<file path="config.mk">
export PLATFORM = sky130hd
export DESIGN_NAME = video_mode_best_match_select
export DESIGN_NICKNAME = d
export VERILOG_FILES = /design/src/hw/rtl/vmbm_pkg.sv /design/src/hw/rtl/video_mode_best_match_select.sv /design/src/hw/rtl/vmbm_cfg.sv /design/src/hw/rtl/vmbm_score.sv
export VERILOG_INCLUDE_DIRS = /design/src /design/src/hw/rtl
export SDC_FILE = /design/constraint.sdc
export NUM_CORES = 2
export LEC_CHECK = 0
export ABC_AREA = 1
export BUFFER_PORTS_ARGS = -buffer_cell sky130_fd_sc_hd__buf_2
export CAP_MARGIN = 20
export CORE_MARGIN = 2
export CORE_UTILIZATION = 50
export DETAILED_ROUTE_END_ITERATION = 12
export HOLD_SLACK_MARGIN = 0.05
export PLACE_DENSITY = 0.78
export SLEW_MARGIN = 20
export SYNTH_ARGS = -nofsm -noshare
export SYNTH_HDL_FRONTEND = slang
export SYNTH_SLANG_ARGS = --single-unit
</file>
<file path="constraint.sdc">
create_clock -name i_clk -period 15.64 [get_ports i_clk]
set_input_delay 0.782 -clock i_clk [delete_from_list [all_inputs] [get_ports i_clk]]
set_output_delay 0.782 -clock i_clk [all_outputs]
set_load 0.1 [all_outputs]
</file>
<file path="src/hw/rtl/video_mode_best_match_select_defines.svh">
// ----------------------------------------------------------------------------
// Video mode best match select: assertion macros
// Clocked assertion wrappers used by the top-level RTL file of the block.
// ----------------------------------------------------------------------------
`ifndef VIDEO_MODE_BEST_MATCH_SELECT_DEFINES_SVH
`define VIDEO_MODE_BEST_MATCH_SELECT_DEFINES_SVH

`ifndef NO_ASSERTIONS
// Check a property on the rising clock, idle while reset is low
`define VMBM_ASSERT(lbl, clk, rst_n, prop, msg) \
    lbl: assert property (@(posedge clk) disable iff (!rst_n) (prop)) else $error(msg);
// Check that an expression never holds on the rising clock
`define VMBM_NEVER(lbl, clk, rst_n, expr, msg) \
    lbl: assert property (@(posedge clk) disable iff (!rst_n) !(expr)) else $error(msg);
`else
`define VMBM_ASSERT(lbl, clk, rst_n, prop, msg)
`define VMBM_NEVER(lbl, clk, rst_n, expr, msg)
`endif

`endif

</file>
<file path="src/hw/rtl/vmbm_pkg.sv">
// ----------------------------------------------------------------------------
// Video mode best match select: package
// Word types, register codes, reset values and gap helpers.
// ----------------------------------------------------------------------------
`timescale 1ns / 1ps

package vmbm_pkg;

    // End-of-list mode number and the fallback baseline mode
    localparam logic [15:0] END_NUMBER  = 16'hFFFF;
    localparam logic [31:0] BASE_PIXELS = 32'd64000;
    localparam logic [7:0]  BASE_DEPTH  = 8'd8;

    // Register reset values
    localparam logic [15:0] RST_TARGET_WIDTH  = 16'd0;
    localparam logic [15:0] RST_TARGET_HEIGHT = 16'd0;
    localparam logic [7:0]  RST_TARGET_DEPTH  = 8'd8;
    localparam logic [15:0] RST_LFB_MASK      = 16'h0080;
    localparam logic [7:0]  RST_PACKED_MODEL  = 8'd4;
    localparam logic [7:0]  RST_DIRECT_MODEL  = 8'd6;

    localparam int CFG_INDEX_W = 3;
    localparam int CFG_DATA_W  = 16;

    typedef enum logic [CFG_INDEX_W-1:0] {
        REG_TARGET_WIDTH  = 3'd0,
        REG_TARGET_HEIGHT = 3'd1,
        REG_TARGET_DEPTH  = 3'd2,
        REG_LFB_MASK      = 3'd3,
        REG_PACKED_MODEL  = 3'd4,
        REG_DIRECT_MODEL  = 3'd5
    } t_cfg_reg;

    typedef struct packed {
        logic [15:0] mode_id;
        logic        info_ok;
        logic [15:0] attributes;
        logic [7:0]  mem_model;
        logic [15:0] mode_width;
        logic [15:0] mode_height;
        logic [7:0]  mode_depth;
        logic [15:0] line_pitch;
        logic [63:0] color_layout;
        logic [31:0] framebuffer_address;
    } t_mode_desc;

    typedef struct packed {
        logic [15:0] chosen_number;
        logic [7:0]  chosen_model;
        logic [15:0] chosen_width;
        logic [15:0] chosen_height;
        logic [7:0]  chosen_depth;
        logic [15:0] chosen_pitch;
        logic [63:0] chosen_layout;
        logic [31:0] chosen_framebuffer;
    } t_mode_result;

    // Register file contents plus the target pixel count
    typedef struct packed {
        logic [15:0] target_width;
        logic [15:0] target_height;
        logic [7:0]  target_depth;
        logic [15:0] lfb_mask;
        logic [7:0]  packed_code;
        logic [7:0]  direct_code;
        logic [31:0] target_pixels;
    } t_cfg;

    // Scoring of one descriptor against the kept best fit
    typedef struct packed {
        logic        end_mark;
        logic        eligible;
        logic        exact;
        logic        better;
        logic [31:0] pixel_gap;
        logic [8:0]  depth_gap;
    } t_score;

    function automatic logic [31:0] abs_diff32(input logic [31:0] a, input logic [31:0] b);
        return (a >= b) ? (a - b) : (b - a);
    endfunction

    // A shortfall in depth counts double
    function automatic logic [8:0] depth_gap(input logic [7:0] d, input logic [7:0] td);
        logic [7:0] diff;
        diff = (d >= td) ? (d - td) : (td - d);
        return (d >= td) ? {1'b0, diff} : {diff, 1'b0};
    endfunction

endpackage

</file>
<file path="src/hw/rtl/video_mode_best_match_select.sv">
// ----------------------------------------------------------------------------
// Video mode best match select: top level
// Scans mode descriptors and returns the closest mode to the target.
//
//   Channel   Dir  Handshake                  Word
//   in        in   i_in_valid / o_in_ready    t_mode_desc
//   out       out  o_out_valid / i_out_ready  t_mode_result
//   cfg       in   i_cfg_we                   i_cfg_index, i_cfg_data
//
// One descriptor per cycle while the result register is not stalled; an accepted
// word passes the input register, then scoring into the result register.
// The scoring path is one 16x16 multiply, a subtract and a two-key compare.
// Synchronous active-low reset clears control; no clearing pass.
// A stalled result holds the scoring stage; the input register fills only while empty.
// ----------------------------------------------------------------------------
`timescale 1ns / 1ps
`include "video_mode_best_match_select_defines.svh"

module video_mode_best_match_select (
    input  logic                             i_clk,
    input  logic                             i_rst_n,
    input  logic                             i_in_valid,
    output logic                             o_in_ready,
    input  vmbm_pkg::t_mode_desc             i_in_data,
    output logic                             o_out_valid,
    input  logic                             i_out_ready,
    output vmbm_pkg::t_mode_result           o_out_data,
    input  logic                             i_cfg_we,
    input  logic [vmbm_pkg::CFG_INDEX_W-1:0] i_cfg_index,
    input  logic [vmbm_pkg::CFG_DATA_W-1:0]  i_cfg_data
);
    import vmbm_pkg::*;

    t_cfg         cfg;
    logic         rearm;
    t_score       sc;
    logic         advance;
    t_mode_result item_res;

    logic         r_in_valid, n_in_valid;
    t_mode_desc   r_in;
    logic         r_out_valid, n_out_valid;
    t_mode_result r_out, n_out;
    logic         r_kept, n_kept;
    logic         r_finished, n_finished;
    logic [31:0]  r_best_pg, n_best_pg;
    logic [8:0]   r_best_dg, n_best_dg;
    t_mode_result r_keep, n_keep;

    vmbm_cfg u_cfg (
        .i_clk       (i_clk),
        .i_rst_n     (i_rst_n),
        .i_cfg_we    (i_cfg_we),
        .i_cfg_index (i_cfg_index),
        .i_cfg_data  (i_cfg_data),
        .o_cfg       (cfg),
        .o_rearm     (rearm)
    );

    vmbm_score u_score (
        .i_desc           (r_in),
        .i_cfg            (cfg),
        .i_kept           (r_kept),
        .i_best_pixel_gap (r_best_pg),
        .i_best_depth_gap (r_best_dg),
        .o_score          (sc)
    );

    // Advance the scoring stage when the result register can take a word
    assign advance    = r_in_valid && (!r_out_valid || i_out_ready);
    assign o_in_ready = !r_in_valid || advance;

    assign item_res.chosen_number      = r_in.mode_id;
    assign item_res.chosen_model       = r_in.mem_model;
    assign item_res.chosen_width       = r_in.mode_width;
    assign item_res.chosen_height      = r_in.mode_height;
    assign item_res.chosen_depth       = r_in.mode_depth;
    assign item_res.chosen_pitch       = r_in.line_pitch;
    assign item_res.chosen_layout      = r_in.color_layout;
    assign item_res.chosen_framebuffer = r_in.framebuffer_address;

    // Search update and result selection
    always_comb begin
        n_in_valid  = r_in_valid;
        n_out_valid = r_out_valid && !i_out_ready;
        n_out       = r_out;
        n_kept      = r_kept;
        n_finished  = r_finished;
        n_best_pg   = r_best_pg;
        n_best_dg   = r_best_dg;
        n_keep      = r_keep;

        if (i_in_valid && o_in_ready) begin
            n_in_valid = 1'b1;
        end else if (advance) begin
            n_in_valid = 1'b0;
        end

        if (advance) begin
            if (sc.end_mark) begin
                // Emit the kept mode (zeros if none) unless an exact match went out, then rearm
                if (!r_finished) begin
                    n_out_valid = 1'b1;
                    n_out       = r_kept ? r_keep : '0;
                end
                n_kept     = 1'b0;
                n_finished = 1'b0;
            end else if (!r_finished && sc.eligible) begin
                if (sc.exact) begin
                    n_keep      = item_res;
                    n_kept      = 1'b1;
                    n_finished  = 1'b1;
                    n_out_valid = 1'b1;
                    n_out       = item_res;
                end else if (sc.better) begin
                    n_keep    = item_res;
                    n_kept    = 1'b1;
                    n_best_pg = sc.pixel_gap;
                    n_best_dg = sc.depth_gap;
                end
            end
        end

        // Restart the search on a new target
        if (rearm) begin
            n_kept     = 1'b0;
            n_finished = 1'b0;
        end
    end

    // Control registers
    always_ff @(posedge i_clk) begin
        if (!i_rst_n) begin
            r_in_valid  <= 1'b0;
            r_out_valid <= 1'b0;
            r_kept      <= 1'b0;
            r_finished  <= 1'b0;
        end else begin
            r_in_valid  <= n_in_valid;
            r_out_valid <= n_out_valid;
            r_kept      <= n_kept;
            r_finished  <= n_finished;
        end
    end

    // Payload registers
    always_ff @(posedge i_clk) begin
        if (i_in_valid && o_in_ready) begin
            r_in <= i_in_data;
        end
        r_out     <= n_out;
        r_best_pg <= n_best_pg;
        r_best_dg <= n_best_dg;
        r_keep    <= n_keep;
    end

    assign o_out_valid = r_out_valid;
    assign o_out_data  = r_out;

    // Checks
    `VMBM_ASSERT(a_finished_kept, i_clk, i_rst_n, r_finished |-> r_kept, "finished without a kept mode")
    `VMBM_ASSERT(a_end_rearms, i_clk, i_rst_n, (advance && sc.end_mark) |=> (!r_finished && !r_kept), "end marker did not rearm")
    `VMBM_ASSERT(a_quiet_after_exact, i_clk, i_rst_n, (advance && r_finished && !sc.end_mark) |=> !o_out_valid, "result after exact match")
    `VMBM_ASSERT(a_result_source, i_clk, i_rst_n, $rose(o_out_valid) |-> $past(advance), "result without a scored word")
    `VMBM_NEVER(a_no_overrun, i_clk, i_rst_n, r_in_valid && !advance && i_in_valid && o_in_ready, "input register overrun")

endmodule

</file>
<file path="src/hw/rtl/vmbm_cfg.sv">
// ----------------------------------------------------------------------------
// Video mode best match select: register file
// Holds the target and filter registers and the target pixel count.
// ----------------------------------------------------------------------------
`timescale 1ns / 1ps

module vmbm_cfg (
    input  logic                             i_clk,
    input  logic                             i_rst_n,
    input  logic                             i_cfg_we,
    input  logic [vmbm_pkg::CFG_INDEX_W-1:0] i_cfg_index,
    input  logic [vmbm_pkg::CFG_DATA_W-1:0]  i_cfg_data,
    output vmbm_pkg::t_cfg                   o_cfg,
    output logic                             o_rearm
);
    import vmbm_pkg::*;

    logic [15:0] r_tw, n_tw;
    logic [15:0] r_th, n_th;
    logic [7:0]  r_td, n_td;
    logic [15:0] r_mask, n_mask;
    logic [7:0]  r_pk, n_pk;
    logic [7:0]  r_dc, n_dc;
    logic [31:0] r_want, n_want;

    // Decode a register write
    always_comb begin
        n_tw    = r_tw;
        n_th    = r_th;
        n_td    = r_td;
        n_mask  = r_mask;
        n_pk    = r_pk;
        n_dc    = r_dc;
        o_rearm = 1'b0;
        if (i_cfg_we) begin
            case (t_cfg_reg'(i_cfg_index))
                REG_TARGET_WIDTH: begin
                    n_tw    = i_cfg_data;
                    o_rearm = 1'b1;
                end
                REG_TARGET_HEIGHT: begin
                    n_th    = i_cfg_data;
                    o_rearm = 1'b1;
                end
                REG_TARGET_DEPTH: begin
                    n_td    = i_cfg_data[7:0];
                    o_rearm = 1'b1;
                end
                REG_LFB_MASK:     n_mask = i_cfg_data;
                REG_PACKED_MODEL: n_pk   = i_cfg_data[7:0];
                REG_DIRECT_MODEL: n_dc   = i_cfg_data[7:0];
                default: ;
            endcase
        end
        // Product of the incoming targets, ready for the first word after a write
        n_want = {16'd0, n_tw} * {16'd0, n_th};
    end

    always_ff @(posedge i_clk) begin
        if (!i_rst_n) begin
            r_tw   <= RST_TARGET_WIDTH;
            r_th   <= RST_TARGET_HEIGHT;
            r_td   <= RST_TARGET_DEPTH;
            r_mask <= RST_LFB_MASK;
            r_pk   <= RST_PACKED_MODEL;
            r_dc   <= RST_DIRECT_MODEL;
            r_want <= 32'd0;
        end else begin
            r_tw   <= n_tw;
            r_th   <= n_th;
            r_td   <= n_td;
            r_mask <= n_mask;
            r_pk   <= n_pk;
            r_dc   <= n_dc;
            r_want <= n_want;
        end
    end

    assign o_cfg.target_width  = r_tw;
    assign o_cfg.target_height = r_th;
    assign o_cfg.target_depth  = r_td;
    assign o_cfg.lfb_mask      = r_mask;
    assign o_cfg.packed_code   = r_pk;
    assign o_cfg.direct_code   = r_dc;
    assign o_cfg.target_pixels = r_want;

endmodule

</file>
<file path="src/hw/rtl/vmbm_score.sv">
// ----------------------------------------------------------------------------
// Video mode best match select: descriptor scoring
// Filters one mode and ranks it against the kept best fit or the baseline.
// ----------------------------------------------------------------------------
`timescale 1ns / 1ps

module vmbm_score (
    input  vmbm_pkg::t_mode_desc i_desc,
    input  vmbm_pkg::t_cfg       i_cfg,
    input  logic                 i_kept,
    input  logic [31:0]          i_best_pixel_gap,
    input  logic [8:0]           i_best_depth_gap,
    output vmbm_pkg::t_score     o_score
);
    import vmbm_pkg::*;

    logic [31:0] pixels;
    logic [31:0] pg;
    logic [8:0]  dg;
    logic [31:0] cmp_pg;
    logic [8:0]  cmp_dg;
    logic        model_ok;

    // Gaps of this mode against the target
    assign pixels = {16'd0, i_desc.mode_width} * {16'd0, i_desc.mode_height};
    assign pg     = abs_diff32(pixels, i_cfg.target_pixels);
    assign dg     = depth_gap(i_desc.mode_depth, i_cfg.target_depth);

    // Compare against the baseline while nothing is kept
    assign cmp_pg = i_kept ? i_best_pixel_gap
                           : abs_diff32(BASE_PIXELS, i_cfg.target_pixels);
    assign cmp_dg = i_kept ? i_best_depth_gap
                           : depth_gap(BASE_DEPTH, i_cfg.target_depth);

    assign model_ok = (i_desc.mem_model == i_cfg.packed_code) ||
                      (i_desc.mem_model == i_cfg.direct_code);

    assign o_score.end_mark  = (i_desc.mode_id == END_NUMBER) || !i_desc.info_ok;
    assign o_score.eligible  = ((i_desc.attributes & i_cfg.lfb_mask) != 16'd0) && model_ok;
    assign o_score.exact     = (i_desc.mode_width  == i_cfg.target_width)  &&
                               (i_desc.mode_height == i_cfg.target_height) &&
                               (i_desc.mode_depth  == i_cfg.target_depth);
    assign o_score.better    = (pg < cmp_pg) || ((pg == cmp_pg) && (dg < cmp_dg));
    assign o_score.pixel_gap = pg;
    assign o_score.depth_gap = dg;

endmodule
</file>
# [Yosys cells after proc, flatten, opt, wreduce, memory -nomap -nowiden]
# Index checks and enable logic that the tools add are counted.
# W data, S select, Z words.
[classes] muxes=35 div_mod_pow=0 n_eq_ne=13 shifts=0 multipliers=2 magnitude_cmp=6 addsub=8 reduce_logical=36 n_bitwise=4
[ops] op="$mux W176" count=7
[ops] op="$mux W32" count=3
[ops] op="$mul A16 B16 Y32" count=2
[ops] op="$mux W16" count=4
[ops] op="$sub A32 B32 Y32" count=2
[ops] op="$eq A16 B16 Y1" count=2
[ops] op="$eq A32 B32 Y1" count=1
[ops] op="$ge A16 B32 Y1 const A" count=1
[ops] op="$ge A32 B32 Y1" count=1
[ops] op="$lt A32 B32 Y1" count=1
[ops] op="$sub A16 B32 Y32 const A" count=1
[ops] op="$sub A32 B16 Y32 const B" count=1
[ops] op="$mux W9" count=3
[ops] op="$eq A8 B8 Y1" count=3
[ops] op="$and A16 B16 Y16" count=1
[ops] op="$eq A16 B16 Y1 const B" count=1
[ops] op="$mux W1" count=16
[ops] op="$mux W8" count=2
[ops] op="$reduce_bool A16 Y1" count=1
[ops] op="$sub A8 B8 Y8" count=2
[ops] op="$lt A9 B9 Y1" count=1
[ops] op="$ge A4 B8 Y1 const A" count=1
[ops] op="$ge A8 B8 Y1" count=1
[ops] op="$logic_and A1 B1 Y1" count=8
[ops] op="18 further kinds" count=38
[totals] elab_cells=143 n_memories=0 mem_bits_ro=0 regBits=694 latch_bits=0 output_inout_bits=178 ramBits=0 inputBits=217

# [Longest topological paths before layout]
[logic_depth] word_depth=11 ltp_mapped=52 mapped_depth_nobuf=49

# [Modules after synthesis]
# Synthesis repeated with hierarchy kept, for this count alone.
[hier_totals] hier_cells=5933 area_unflattened_um2=51526.9
[modules_own_cells] module="video_mode_best_match_select" area_each_um2=20427.1 seq_area_each_um2=17677.0 cells_each=1212 instances=1
[modules_own_cells] module="vmbm_score" area_each_um2=18371.4 seq_area_each_um2=0.0 cells_each=3048 instances=1
[modules_own_cells] module="vmbm_cfg" area_each_um2=12728.5 seq_area_each_um2=2082.0 cells_each=1673 instances=1

# [Worst setup path after synthesis]
# Ideal clock, no wire load.
[synth_timing] kind="reg2reg" startpoint="reg r_in (netlist bit item_res[143])" endpoint="reg r_keep[0] (netlist name), enable pin" path_stages_with_launch=47 required_ns=15.111 slack_ns=3.814 path_buffers=5 synth_period_minus_slack_ns=11.826 setup_ns=0.529 arrival_ns=11.297 cell_sequence="edfxtp_1 -> clkbuf_1 -> buf_1 -> nand2_1 -> fa_1 -> inv_1 -> fa_1 -> inv_1 -> fa_1 -> inv_1 -> fa_1 -> fa_1 -> inv_1 -> fa_1 -> inv_1 -> ha_1 -> nand2_1 -> inv_1 -> [... 11 more ...] -> o21ai_0 -> nand2_1 -> nor2_1 -> nand3_2 -> buf_6 -> buf_6 -> nand2_1 -> nand2_1 -> ha_1 -> nand2_1 -> nor2_1 -> and2_1 -> nand3_1 -> nor3_1 -> nand2_1 -> nand2_1 -> o21bai_1 -> inv_1"
[synth_rtl] item="start: declaration" line="video_mode_best_match_select.sv:41" text="t_mode_desc r_in;"
[synth_rtl] item="start signal: assignment" line="video_mode_best_match_select.sv:149" text="r_in <= i_in_data;"
[synth_rtl] item="end signal: assignment" line="video_mode_best_match_select.sv:154" text="r_keep <= n_keep;"
[synth_rtl] item="end: declaration" line="video_mode_best_match_select.sv:48" text="t_mode_result r_keep, n_keep;"

==> flow_summary.toml <==
[run_status]
status = "finished, final reports clean"

[global_routing]
grtUsageTotal = 0.2892
grt-ovfl-total = 0
grt_pass1_wl_um = 224200
grt_pass1_vias = 38230
grt_max_degree = 174
grt_antenna_before_repair = 43

[worst_setup_path]
r2r-end = "r_keep[141]$_DFFE_PP_"
cp-end-kind = "flip-flop"
critPathArrivalTime_ps = 11970
critPathBufInv = 11
critPathTopFamily = "adder cells"
cp_common_cell = "nand2_1"
cpPeakStageDelay_ps = 920
r2r_start = "item_res[127]$_DFFE_PP_"
r2r_slack_ps = 3930
criticalPathCategory = "reg2reg"
cpMaxStageDelayCell = "edfxtp_1"
path_max_fanout = 96
r2r.worst_path.cells = 44
worstPathRequired_ps = 15900
startpoint_type = "flip-flop"

[placement]
dp_hpwl_um = 113700
io_buffers = 394
gp_congestion = 1.016

[yosys]
synth_cells = 5425
postSynthAreaPerCell_um2 = 9.100
syn_nets = 6368
yosys_register_bits = 694
synth_warnings = 0
ys_seq_area_frac = 0.4003
netlist_area_um2 = 49360
yosysTopAreaCellShare = 0.3565
yosys.area.top_type = "edfxtp_1"
ys_types = 52
synthTopCellsByArea = "edfxtp_1, fa_1, nand2_1"

[min_path]
hold_path_class = "in2reg"
whs_path_depth = 1
hold_path_startpoint = "i_in_data[130]"
holdPathEnd = "item_res[130]$_DFFE_PP_"

[floorplanning]
num_rows = 115
die_w_um = 318.2
top_level_ports = 395
die_y_um = 318.2
start_util = 0.5030
core_area_um2 = 98130
die_area_um2 = 101300

[sta]
finalHoldViolCount = 0
worst_pin_slew_ps = 1340
slew_violations = 0
rsz0062_at_grt = "false"
fin_setup_tns_ps = 0
max_freq_mhz = 85.37
final.min_clock_period_ps = 11710
finalSetupViolations = 0
maxSlewHeadroom = 0.1065
fin_skew_ps = 46.14
min_period_over_period = 0.7490

[detailed_routing]
vias = 39110
drtIter0Drc = 4158
route.detailed.drc = 0
viasPerCell = 5.508
postRouteWirelength_um = 148200
wl_per_cell_um = 20.87
antenna_left = 0
firstDrtPassIters = 8

[clocking]
cts_tree = "built"
cts_buffer_depth = 3
cts_resized = 0
cts_setup_buffers = 0
cts.htree.levels = 3
clk_pin_slew_worst_paths_ps = 60
clk_latency_ps = 630
cts_hold_buf = 0
cts_made_buffers = 71
root_buffer = "clkbuf_16"
numClockSinks = 694

[cells_and_area]
final_common_cell = "nand2_1"
syn2layout_area_growth_pct = 10.89
fin_nets = 6667
final_core_utilization = 0.5578
drive_gt1_frac = 0.1063
final_cell_mix = "nand2_1, inv_1, edfxtp_1"

[flow_run]
drv_cap = 0
-- Yosys cell counts, drive strengths merged --
cell type / count
inv: 920
o211ai: 10
o221ai: 4
mux2i: 6
buf: 95
and3: 1
a32o: 1
nand3: 281
clkinv: 8
o31ai: 2
xnor2: 58
a21boi: 4
o21ai: 279
and2: 3
nand2: 1368
nor4: 5
nand3b: 5
o21bai: 19
a22oi: 2
xor2: 75
nand4: 36
o21a: 10
dfxtp: 108
or2: 25
edfxtp: 586
fa: 392
a21o: 17
clkbuf: 106
o22ai: 3
nor3: 30
a21oi: 217
a211oi: 1
nor2: 409
a31oi: 5
ha: 334
-- cell type report --
| type | instances | area [µm²] |
|---|---|---|
| Inverter | 928 | 3498 |
| Antenna cell | 31 | 77.57 |
| Clock buffer | 95 | 1969 |
| Multi-Input combinational cell | 3602 | 25260 |
| Tap cell | 1287 | 1610 |
| Fill cell | 8492 | 43390 |
| Sequential cell | 694 | 19760 |
| Clock inverter | 37 | 330.3 |
| Timing Repair Buffer | 427 | 2232 |
-- routing by layer --
metal | global-route usage | up-vias | share of wire
met4 | 0.1305 | 16 | 0.051
li1 | - | 17840 | -
met1 | 0.3814 | 18840 | 0.39
met3 | 0.05908 | 409 | 0.095
met2 | 0.4621 | 2013 | 0.46
met5 | 0 | - | 0.00070
-- state kept, by name, summed over array words and instances, names as in the netlist, 17 cells and up --
signal / cells
item_res: 176
o_out_data: 176
r_best_pg: 32
r_in: 17
r_keep: 176
u_cfg.r_want: 32
-- how the worst max path moves through the flow --
stage                                  endpoint  cells after the start                    start  slack (ps)
after detailed placement   r_keep[64]$_DFFE_PP_                     44  item_res[127]$_DFFE_PP_        4110
final                     r_keep[141]$_DFFE_PP_                     44  item_res[127]$_DFFE_PP_        3930
after global placement     r_keep[69]$_DFFE_PP_                     42  item_res[146]$_DFFE_PP_        4210
after CTS                 r_keep[108]$_DFFE_PP_                     44  item_res[127]$_DFFE_PP_        4010
after global routing      r_keep[141]$_DFFE_PP_                     41  item_res[148]$_DFFE_PP_        3210
after floorplan             r_keep[0]$_DFFE_PP_                     46  item_res[143]$_DFFE_PP_        3810
-- metrics by stage --
step                      std cells  setup slack (ps)  instance area [µm²]  hold slack, ps
after floorplan                5425              3814                49360           420.6
final                          7101              3926                54740           322.0
after detailed placement       6938              4115                52360           431.7
after CTS                      7070              4009                54660           296.9
after global routing           7096              3212                54730           303.1
after global placement         6938              4212                52360           429.8
-- cell families after synthesis --
family	synth area share
AO/OA/AOI/OAI	0.06415
flip-flops	0.4003
AND/OR/NAND/NOR	0.1783
adder cells (fa/ha/maj)	0.2436
XOR/XNOR	0.02360
multiplexers	0.001217
buffers and inverters	0.08881
Power is not shown: default switching activity piles up to over one toggle a cycle in this logic, so the estimate is an artifact.
